`src/rtl/bcsc_pkg.sv`:
```
// Shared beat types, operation and status codes, and controller/datapath links.
package bcsc_pkg;

    localparam logic [2:0] K_ALLOT   = 3'd0;
    localparam logic [2:0] K_FETCH   = 3'd1;
    localparam logic [2:0] K_STORE   = 3'd2;
    localparam logic [2:0] K_CAPTURE = 3'd3;
    localparam logic [2:0] K_RESTORE = 3'd4;

    localparam logic [1:0] ST_OK     = 2'd0;
    localparam logic [1:0] ST_BOUNDS = 2'd1;
    localparam logic [1:0] ST_FULL   = 2'd2;

    typedef struct packed {
        logic [2:0]         kind;
        logic signed [31:0] count;
        logic signed [31:0] index;
        logic signed [31:0] value;
    } t_in_beat;

    typedef struct packed {
        logic [1:0]         status;
        logic signed [31:0] fetched_value;
        logic [10:0]        base_address;
    } t_out_beat;

    typedef struct packed {
        logic load;
        logic step;
        logic emit;
    } t_dp_cmd;

    typedef struct packed {
        logic go_loop;
        logic loop_last;
    } t_dp_stat;

endpackage

```
`src/rtl/bcsc_ctrl.sv`:
```
// Controller: sequences accept, cell sweep and result hand-off.
module bcsc_ctrl (
    input  logic              i_clk,
    input  logic              i_rst_n,
    input  logic              i_in_valid,
    output logic              o_in_ready,
    output logic              o_out_valid,
    input  logic              i_out_ready,
    input  bcsc_pkg::t_dp_stat i_stat,
    output bcsc_pkg::t_dp_cmd  o_cmd
);

    typedef enum logic [2:0] {
        S_IDLE = 3'b001,
        S_LOOP = 3'b010,
        S_DONE = 3'b100
    } t_state;

    t_state r_state, n_state;
    logic   r_out_valid, n_out_valid;
    logic   load, emit;

    assign load = (r_state == S_IDLE) && i_in_valid;
    assign emit = (r_state == S_DONE) && (!r_out_valid || i_out_ready);

    always_comb begin
        n_state = r_state;
        case (r_state)
            S_IDLE: begin
                if (i_in_valid) begin
                    n_state = i_stat.go_loop ? S_LOOP : S_DONE;
                end
            end
            S_LOOP: begin
                if (i_stat.loop_last) begin
                    n_state = S_DONE;
                end
            end
            S_DONE: begin
                if (emit) begin
                    n_state = S_IDLE;
                end
            end
            default: n_state = S_IDLE;
        endcase
    end

    always_comb begin
        n_out_valid = r_out_valid;
        if (emit) begin
            n_out_valid = 1'b1;
        end else if (i_out_ready) begin
            n_out_valid = 1'b0;
        end
    end

    always_ff @(posedge i_clk) begin
        if (!i_rst_n) begin
            r_state     <= S_IDLE;
            r_out_valid <= 1'b0;
        end else begin
            r_state     <= n_state;
            r_out_valid <= n_out_valid;
        end
    end

    assign o_in_ready = (r_state == S_IDLE);
    assign o_out_valid = r_out_valid;
    assign o_cmd.load = load;
    assign o_cmd.step = (r_state == S_LOOP);
    assign o_cmd.emit = emit;

endmodule

```
`config.mk`:
```
export PLATFORM = sky130hd
export DESIGN_NAME = bcsc_ctrl
export DESIGN_NICKNAME = d
export VERILOG_FILES = /design/src/rtl/bcsc_pkg.sv /design/src/rtl/bcsc_ctrl.sv
export SDC_FILE = /design/constraint.sdc
export NUM_CORES = 1
export LEC_CHECK = 0
export BUFFER_PORTS_ARGS = -buffer_cell sky130_fd_sc_hd__buf_2
export CORE_AREA = 2 2 39 41
export DETAILED_ROUTE_END_ITERATION = 16
export DIE_AREA = 0 0 41 43
export PLACE_DENSITY = 0.43
export SKIP_CTS_REPAIR_TIMING = 1
export SLEW_MARGIN = 0
export SYNTH_ARGS = -nofsm -noshare
export SYNTH_HDL_FRONTEND = slang
export SYNTH_SLANG_ARGS = --single-unit
```
`constraint.sdc`:
```
create_clock -name i_clk -period 2.5 [get_ports i_clk]
set_input_delay 0.125 -clock i_clk [delete_from_list [all_inputs] [get_ports i_clk]]
set_output_delay 0.125 -clock i_clk [all_outputs]
set_load 0.03 [all_outputs]
```
; Word-level counts from Yosys, hierarchy flattened
; Cells that the tools add are included.
[classes]
n_eq_ne = 6
muxes = 7
n_reduce_logical = 6
[ops]
columns = op, count
row1 = $mux 3, 4
row2 = $pmux 3 s3, 1
row3 = $ne 2x2->1 const B, 3
row4 = $eq 3x1->1 const B, 1
row5 = $eq 3x2->1 const B, 1
row6 = $eq 3x3->1 const B, 1
row7 = $reduce_and 3->1, 1
row8 = $logic_and 1x1->1, 2
row9 = $mux 1, 2
row10 = $reduce_bool 2->1, 1
row11 = $logic_not 1->1, 1
row12 = $logic_or 1x1->1, 1
[totals]
register_bits = 4
wordCells = 21

; Depth between registers and ports, before layout
; Gate-level depths: netlist of the first run.
[depth]
ltp_word = 5
depth_mapped = 4

; Worst setup path after synthesis of the first run
; Ideal clock, no wire load.
[synth_timing]
kind = reg2out
startpoint = reg r_state[0]
endpoint = out o_cmd[2] (netlist bit)
arrival_ps = 1400
path_slack_ps = 975
stages_incl_launch_ff = 5
path_cell_list = dfxtp_1 -> or2b_1 -> nor2_1 -> and2_1 -> buf_4
[synth_between]
elab_chain_len = 2
[synth_lines]
columns = item, line_no
row1 = "start, declared", bcsc_ctrl.sv:19  ; t_state r_state, n_state;
row2 = "start signal, assigned", bcsc_ctrl.sv:62  ; r_state <= n_state;
row3 = $eq 3x1->1, --
row4 = named net o_in_ready, bcsc_ctrl.sv:6  ; output logic o_in_ready,
row5 = $logic_and 1x1->1, bcsc_ctrl.sv:23  ; assign load = (r_state == S_IDLE) && i_in_valid;
row6 = "end, declared", bcsc_ctrl.sv:10  ; output bcsc_pkg::t_dp_cmd o_cmd
; The timed path passes the listed nets, and every way through them passes these cells.

==> results by group, run 1 <==
Placed design
  – GPL Wtd Cong: just over 0.6
  – Inst Count DP: 52
  – IO buf count: 10
  – Placed cell areas: a little over 300 um2

Synthesis
  – Post-Syn Nets: 34
  – Cells after Synth: 28
  – Top_reg_cell synth: dfxtp_1
  – Number of synthesized register bits: 4
  – Synth unique cells: 20
  – Cell area after synthesis: between 200 and 300 um2
  – Async SR Flop Fraction: 0%
  – Seq/Total Area, Yosys: 32.0%
  – Top cells by area, synth: dfxtp_1, or3b_1, buf_4
  – Area leader, netlist: dfxtp_1
  – Average size of a mapped cell: around 9 um2
  – Yosys top cell area share: about 32%
  – Post-synth EDFFs: 0
  – Synthesis Warnings: 0
  – Most frequent cell after synthesis: dfxtp_1

Global routing
  – Largest net degree at the start of global routing: 10
  – First-pass GRT wire length: roughly 750 um
  – Antenna violations before repair: 0
  – Gr ovfl total: 0
  – Number of global-route vias before repair: 189
  – Total GRT Usage: 6.73%

Route
  – Vias per cell: between 4 and 5
  – DRT iter0 DRCs: 6
  – Drt pass-1 iters: 4
  – Top routing layer in use: met3
  – Routed WL: around 520 um
  – Remaining DRCs: 0
  – Metal-1 WL: between 200 and 300 um
  – Metal3 WL: around 50 um
  – Met2 wire length: around 210 um
  – Wire length per cell: roughly 9.5 um
  – Vias post-DR: between 200 and 250
  – Antenna Nets Post-Route: 0

Clock network
  – TritonCTS Buffers: 3
  – Root Driver: clkbuf_4
  – Clock sink count: 4
  – Worst-Skew Late Latency: approximately 0.23 ns
  – CTS clk-pin slew, worst paths: 0.04 ns
  – CTS tree: done
  – H-tree depth reported by CTS: 1
  – Clock Path Buffers: 2

Finish
  – Post-layout nets: 47
  – Final instance area: ~330 um2
  – Antenna Cells: 0
  – P&R area growth vs syn: 31.0%
  – Layout cell share with drive strength beyond 1: 35.9%
  – Non-filler cells, final: 55

Power and ir drop
  – Static Leak: roughly 0.15 nW
  – Worst VDD drop: 0.200 mV
  – Cell Pwr Density: between 600 and 700 mW/mm2

STA
  – Max-slew headroom: around 85%
  – Min cycle time layout: 1.45 ns
  – Slew @ Worst Pin: ~0.22 ns
  – Setup TNS: 0 ns
  – Clock Skews: approximately 0.0018 ns
  – Max Fclk: between 600 and 700 MHz
  – Final Hold Fails: 0
  – Fin crit share: 57.9%
  – Final setup viols: 0
  – Unrepaired setup endpoints after global routing: false
  – Final Max Slew Viols: 0

Setup path
  – Reg-to-reg endpoint: r_state[1]
  – Register-to-Register Path Depth: 3
  – CP Data Arrival Time: 1.32 ns
  – Crit Path Class: register to output pin
  – Cell Chain, Critical Path: or2b_1 -> nor2_1 -> and2_1 -> buf_2
  – Reg2reg setup slack: 1.29 ns
  – Critical Path Max Stage Delay: just under 0.4 ns
  – Worst path required time: between 2 and 2.5 ns
  – Setup crit start kind: register
  – Crit. End Element: output pin
  – Crit-path slowest cell: dfxtp_1
  – Reg2reg start: r_state[0]
  – Max FO, Critical Path: 7

Floorplan
  – Number of placed I/O pins: 11
  – Initial Util: between 10% and 20%
  – Chip Height: between 40 and 50 um
  – Row Count: 14
  – Core Footprint: roughly 0.0014 mm2
  – Die area: between 0.0015 and 0.002 mm2
  – Die Wd: a little over 40 um

Min path
  – Hold Path Stages: 2
  – Hold Crit Start: i_rst_n
  – Hold Crit Class: input pin to register
  – Endpoint, Worst Hold: r_state[0]

Flow run
  – Max-Cap Viols: 0

Status
  – Status: finished clean
-- layout by cell type (no fill, tap or decap), drive strengths merged --
master   netlist  layout
o21ai          1       1
nand3b         1       1
or3b           2       2
dfxtp          4       4
buf            2      10
nand4bb        1       1
and2           1       1
o22a           1       1
or2b           1       1
nor4bb         1       1
o221a          1       1
nor2           2       2
clkbuf         0       3
nor3b          1       1
nor2b          2       2
nand2b         1       1
o22ai          1       1
o21a           1       1
inv            1       1
a21oi          3       3
-- area by class of cell --
class | count | area (um2)
tap | 16 | 20.0
sequential | 4 | 80.1
fill | 160 | 1060
multi-input combinational | 21 | 151
clock buffer | 3 | 22.5
inverter | 1 | 3.75
timing repair buffer | 10 | 50.0
-- routing by layer --
metal  up-vias  GRT usage [%]
met2        10           7.19
li1        127              -
met4         0           6.00
met1       102           9.35
met3         0           3.14
met5         -              0
-- metrics by stage --
| stage | power (mW) | util (%) | setup slack [ns] | hold slack [ns] |
|---|---|---|---|---|
| 3_3_place_gp | 0.138 | 22.1 | 1.26 | 0.352 |
| 6_report | 0.216 | 23.7 | 1.05 | 0.130 |
| 4_1_cts | 0.220 | 23.7 | 1.03 | 0.112 |
| 5_1_grt | 0.228 | 23.7 | 0.931 | 0.136 |
| 2_1_floorplan | 0.123 | - | 0.975 | 0.201 |
| 3_5_place_dp | 0.137 | 22.1 | 1.28 | 0.357 |
-- worst max-delay path by stage --
stage / startpoint / endpoint / slack, ns
2_1_floorplan: r_state[0] / o_cmd[2] / 0.97
3_3_place_gp: r_state[0] / r_state[1] / 1.26
3_5_place_dp: r_state[0] / r_state[1] / 1.28
4_1_cts: r_state[0] / o_cmd[2] / 1.03
5_1_grt: r_state[0] / o_cmd[2] / 0.93
6_report: r_state[0] / o_cmd[2] / 1.05
-- registers in the layout, summed over array words and instances (netlist names) --
register	flops
o_out_valid	1
r_state	3
-- power by group --
part	total, mW	internal [mW]	switching, mW	leakage [nW]
Combinational	0.0570	0.0256	0.0313	0.105
Sequential	0.0784	0.0698	0.00862	0.0328
Clock	0.0801	0.0537	0.0264	0.0138
Total	0.216	0.149	0.0664	0.152
-- worst max-delay path, delay by kind of cell (launching register included) --
kind	cells	cell delay [ns]
and+or+nand+nor	3	0.51
DFF	1	0.39
buffers and inverters	1	0.18
-- kinds of logic after synthesis --
| kind of cell | Yosys count | share of synthesized area, % |
|---|---|---|
| simple gates | 13 | 37.5 |
| compound gates | 8 | 23.0 |
| buf+inv | 3 | 7.50 |
| flops | 4 | 32.0 |
Note: power is estimated with default switching activity, not from simulation.
==> run 2, diff against run 1 <==
clock period = 1.45 ns   (was 2.5 ns; I/O delays follow)
==> run 2 against run 1 <==
  * First-iteration DRC count shrank 33%
  * Sequential power grew 76%
  * Sequential share of layout area grew 0.38 points
  * Combinational power grew 77%
  * Cell count is the same
  * Largest cell class unchanged
  * Power grew 72%
  * Largest power group is now registers
==> results by group, run 2 (same netlist as run 1, synthesis figures left out) <==
Status
  – Status: finished clean

Floorplan
  – Initial Util: 18.1% (unchanged)
  – Die Wd: 41 um (unchanged)
  – Core Footprint: 0.00138 mm2 (unchanged)
  – Die area: 0.00176 mm2 (unchanged)
  – Chip Height: 43 um (unchanged)
  – Number of placed I/O pins: 11 (unchanged)
  – Row Count: 14 (unchanged)

Route
  – Vias post-DR: 238 (-0.42%)
  – Vias per cell: 4.33 (-0.42%)
  – Drt pass-1 iters: 2 (-2)
  – Routed WL: 556 um (+6.5%)
  – DRT iter0 DRCs: 4 (-2)
  – Wire length per cell: 10.1 um (+6.5%)
  – Remaining DRCs: 0 (unchanged)
  – Antenna Nets Post-Route: 0 (unchanged)

Global routing
  – Met1 Usage GRT: 11.2% (+1.9 points)
  – Top Usage Layer GRT: met1
  – Gr ovfl total: 0 (unchanged)
  – Total GRT Usage: 7.32% (+0.59 points)
  – First-pass GRT wire length: 855 um (+15%)
  – Largest net degree at the start of global routing: 10 (unchanged)
  – Met2 GRT Util: 8.13% (+0.94 points)
  – Met3 usage: 1.57% (-1.6 points)
  – Antenna violations before repair: 0 (unchanged)
  – Number of global-route vias before repair: 214 (+13%)

Power and ir drop
  – Clock Power Share: 35.7% (-1.5 points)
  – Cell Pwr Density: 1120 mW/mm2 (+70%)
  – Static Leak: 0.152 nW (+0.26%)
  – Logic pwr share: 27.1% (+0.7 points)
  – Worst VDD drop: 0.417 mV (+110%)
  – Fraction of power spent switching nets: 30.1% (-0.65 points)
  – Net Switching: 112 uW (+69%)
  – Total chip power: 371 uW (+72%)
  – P_int: 259 uW (+74%)
  – Sequential power share: 37.3% (+0.9 points)

STA
  – Clock Skews: 0.00622 ns (+0.00442 ns)
  – Final Max Slew Viols: 0 (unchanged)
  – Setup TNS: 0 ns (unchanged)
  – Final setup viols: 0 (unchanged)
  – Max Fclk: about 750 MHz
  – Max-slew headroom: 82.2% (-2.6 points)
  – Unrepaired setup endpoints after global routing: false
  – Final Hold Fails: 0 (unchanged)
  – Fin crit share: between 90% and 100%
  – Min cycle time layout: 1.33 ns
  – Slew @ Worst Pin: 0.263 ns (+0.0389 ns)

Finish
  – Fillers: 157 (-1.9%)
  – P&R area growth vs syn: 33.0%
  – Layout cell share with drive strength beyond 1: 43.6% (+7.7 points)
  – Largest Register: r_state
  – Most frequent cells in the layout: buf_2, clkbuf_4
  – Post-layout nets: 47 (unchanged)
  – Reg area: 82.6 um2 (+3.1%)
  – Antenna Cells: 0 (unchanged)
  – Commonest non-fill, non-tap cell in the layout: buf_2
  – Largest register FFs: 3 (unchanged)
  – Area occupied by multi-input gates: 154 um2 (+1.7%)
  – Non-filler cells, final: 55 (unchanged)

Setup path
  – Max FO, Critical Path: 7 (unchanged)
  – Cell Chain, Critical Path: or2b_1 -> nor2_2 -> and2_1 -> buf_2
  – Worst path required time: 1.38 ns (-1.00 ns)
  – Crit. End Element: output pin
  – Buffers & Inverters on Critical Path: 1 (unchanged)
  – CP delay by family, top: simple AND/OR/NAND/NOR gates
  – Crit Path Class: register to output pin
  – Setup crit start kind: register
  – Crit-path slowest cell: dfxtp_2
  – CP Data Arrival Time: 1.25 ns (-0.07 ns)
  – Critical Path Max Stage Delay: 0.36 ns (-0.03 ns)
  – Reg2reg setup slack: 0.22 ns (-1.07 ns)

Min path
  – Hold Crit Class: input pin to register

Placed design
  – GPL Wtd Cong: 0.674 (+12%)
  – DP HPWL: around 420 um
  – Inst Count DP: 52 (unchanged)
  – IO buf count: 10 (unchanged)

Clock network
  – Root Driver: clkbuf_4
  – CTS clk-pin slew, worst paths: 0.03 ns (about the same)
  – CTS tree: done
  – Worst-Skew Late Latency: 0.23 ns (about the same)
  – Clock sink count: 4 (unchanged)
  – H-tree depth reported by CTS: 1 (unchanged)
  – Clock Path Buffers: 2 (unchanged)
  – TritonCTS Buffers: 3 (unchanged)

Flow run
  – Max-Cap Viols: 0 (unchanged)
## run 2: cell counts in the layout (fill, tap and decap cells not counted)
No cell type changed its count.
## run 2: cell type report
class / count / share of cell area [%]
timing repair buffer: 10 / 15.0
clock buffer: 3 / 6.77
tap: 16 / 6.02
sequential: 4 / 24.8
inverter: 1 / 1.13
multi-input combinational: 21 / 46.2
## run 2: power by group through the flow
stage	clock network, mW	registers [mW]	logic, mW
after floorplan	0	0.135	0.0799
after global placement	0	0.139	0.101
after detailed placement	0	0.138	0.100
after CTS	0.141	0.136	0.101
after global routing	0.145	0.141	0.111
final	0.132	0.138	0.101
## run 2: worst register-to-register path: stages (launching register included)
cell and delay, ns:
dfxtp_2 0.36, or2b_1 0.27, o22ai_1 0.16, nor4bb_1 0.33
## run 2: metrics by stage
stage	instance area [um2]	utilization (%)	hold WS [ns]	setup slack, ns
after global placement	308	22.2	0.294	0.206
after CTS	330	23.9	0.0582	0.0467
after detailed placement	308	22.2	0.299	0.183
after global routing	333	24.1	0.0862	0.0101
final	333	24.1	0.0771	0.123
after floorplan	253	-	0.149	0.136
## run 2: worst paths after layout
| kind | start | endpoint | cells after the start |
|---|---|---|---|
| min | i_rst_n | r_state[0] | 2 |
| max reg2reg | r_state[0] | r_state[1] | 3 |
| min reg2reg | r_state[2] | r_state[1] | 1 |
| max | r_state[0] | o_cmd[2] | 4 |
## run 2: routing by layer
layer	wire [um]	vias to the layer above
li1	-	126
met1	266	103
met2	237	9
met3	53	0
met4	0	0
met5	0	-
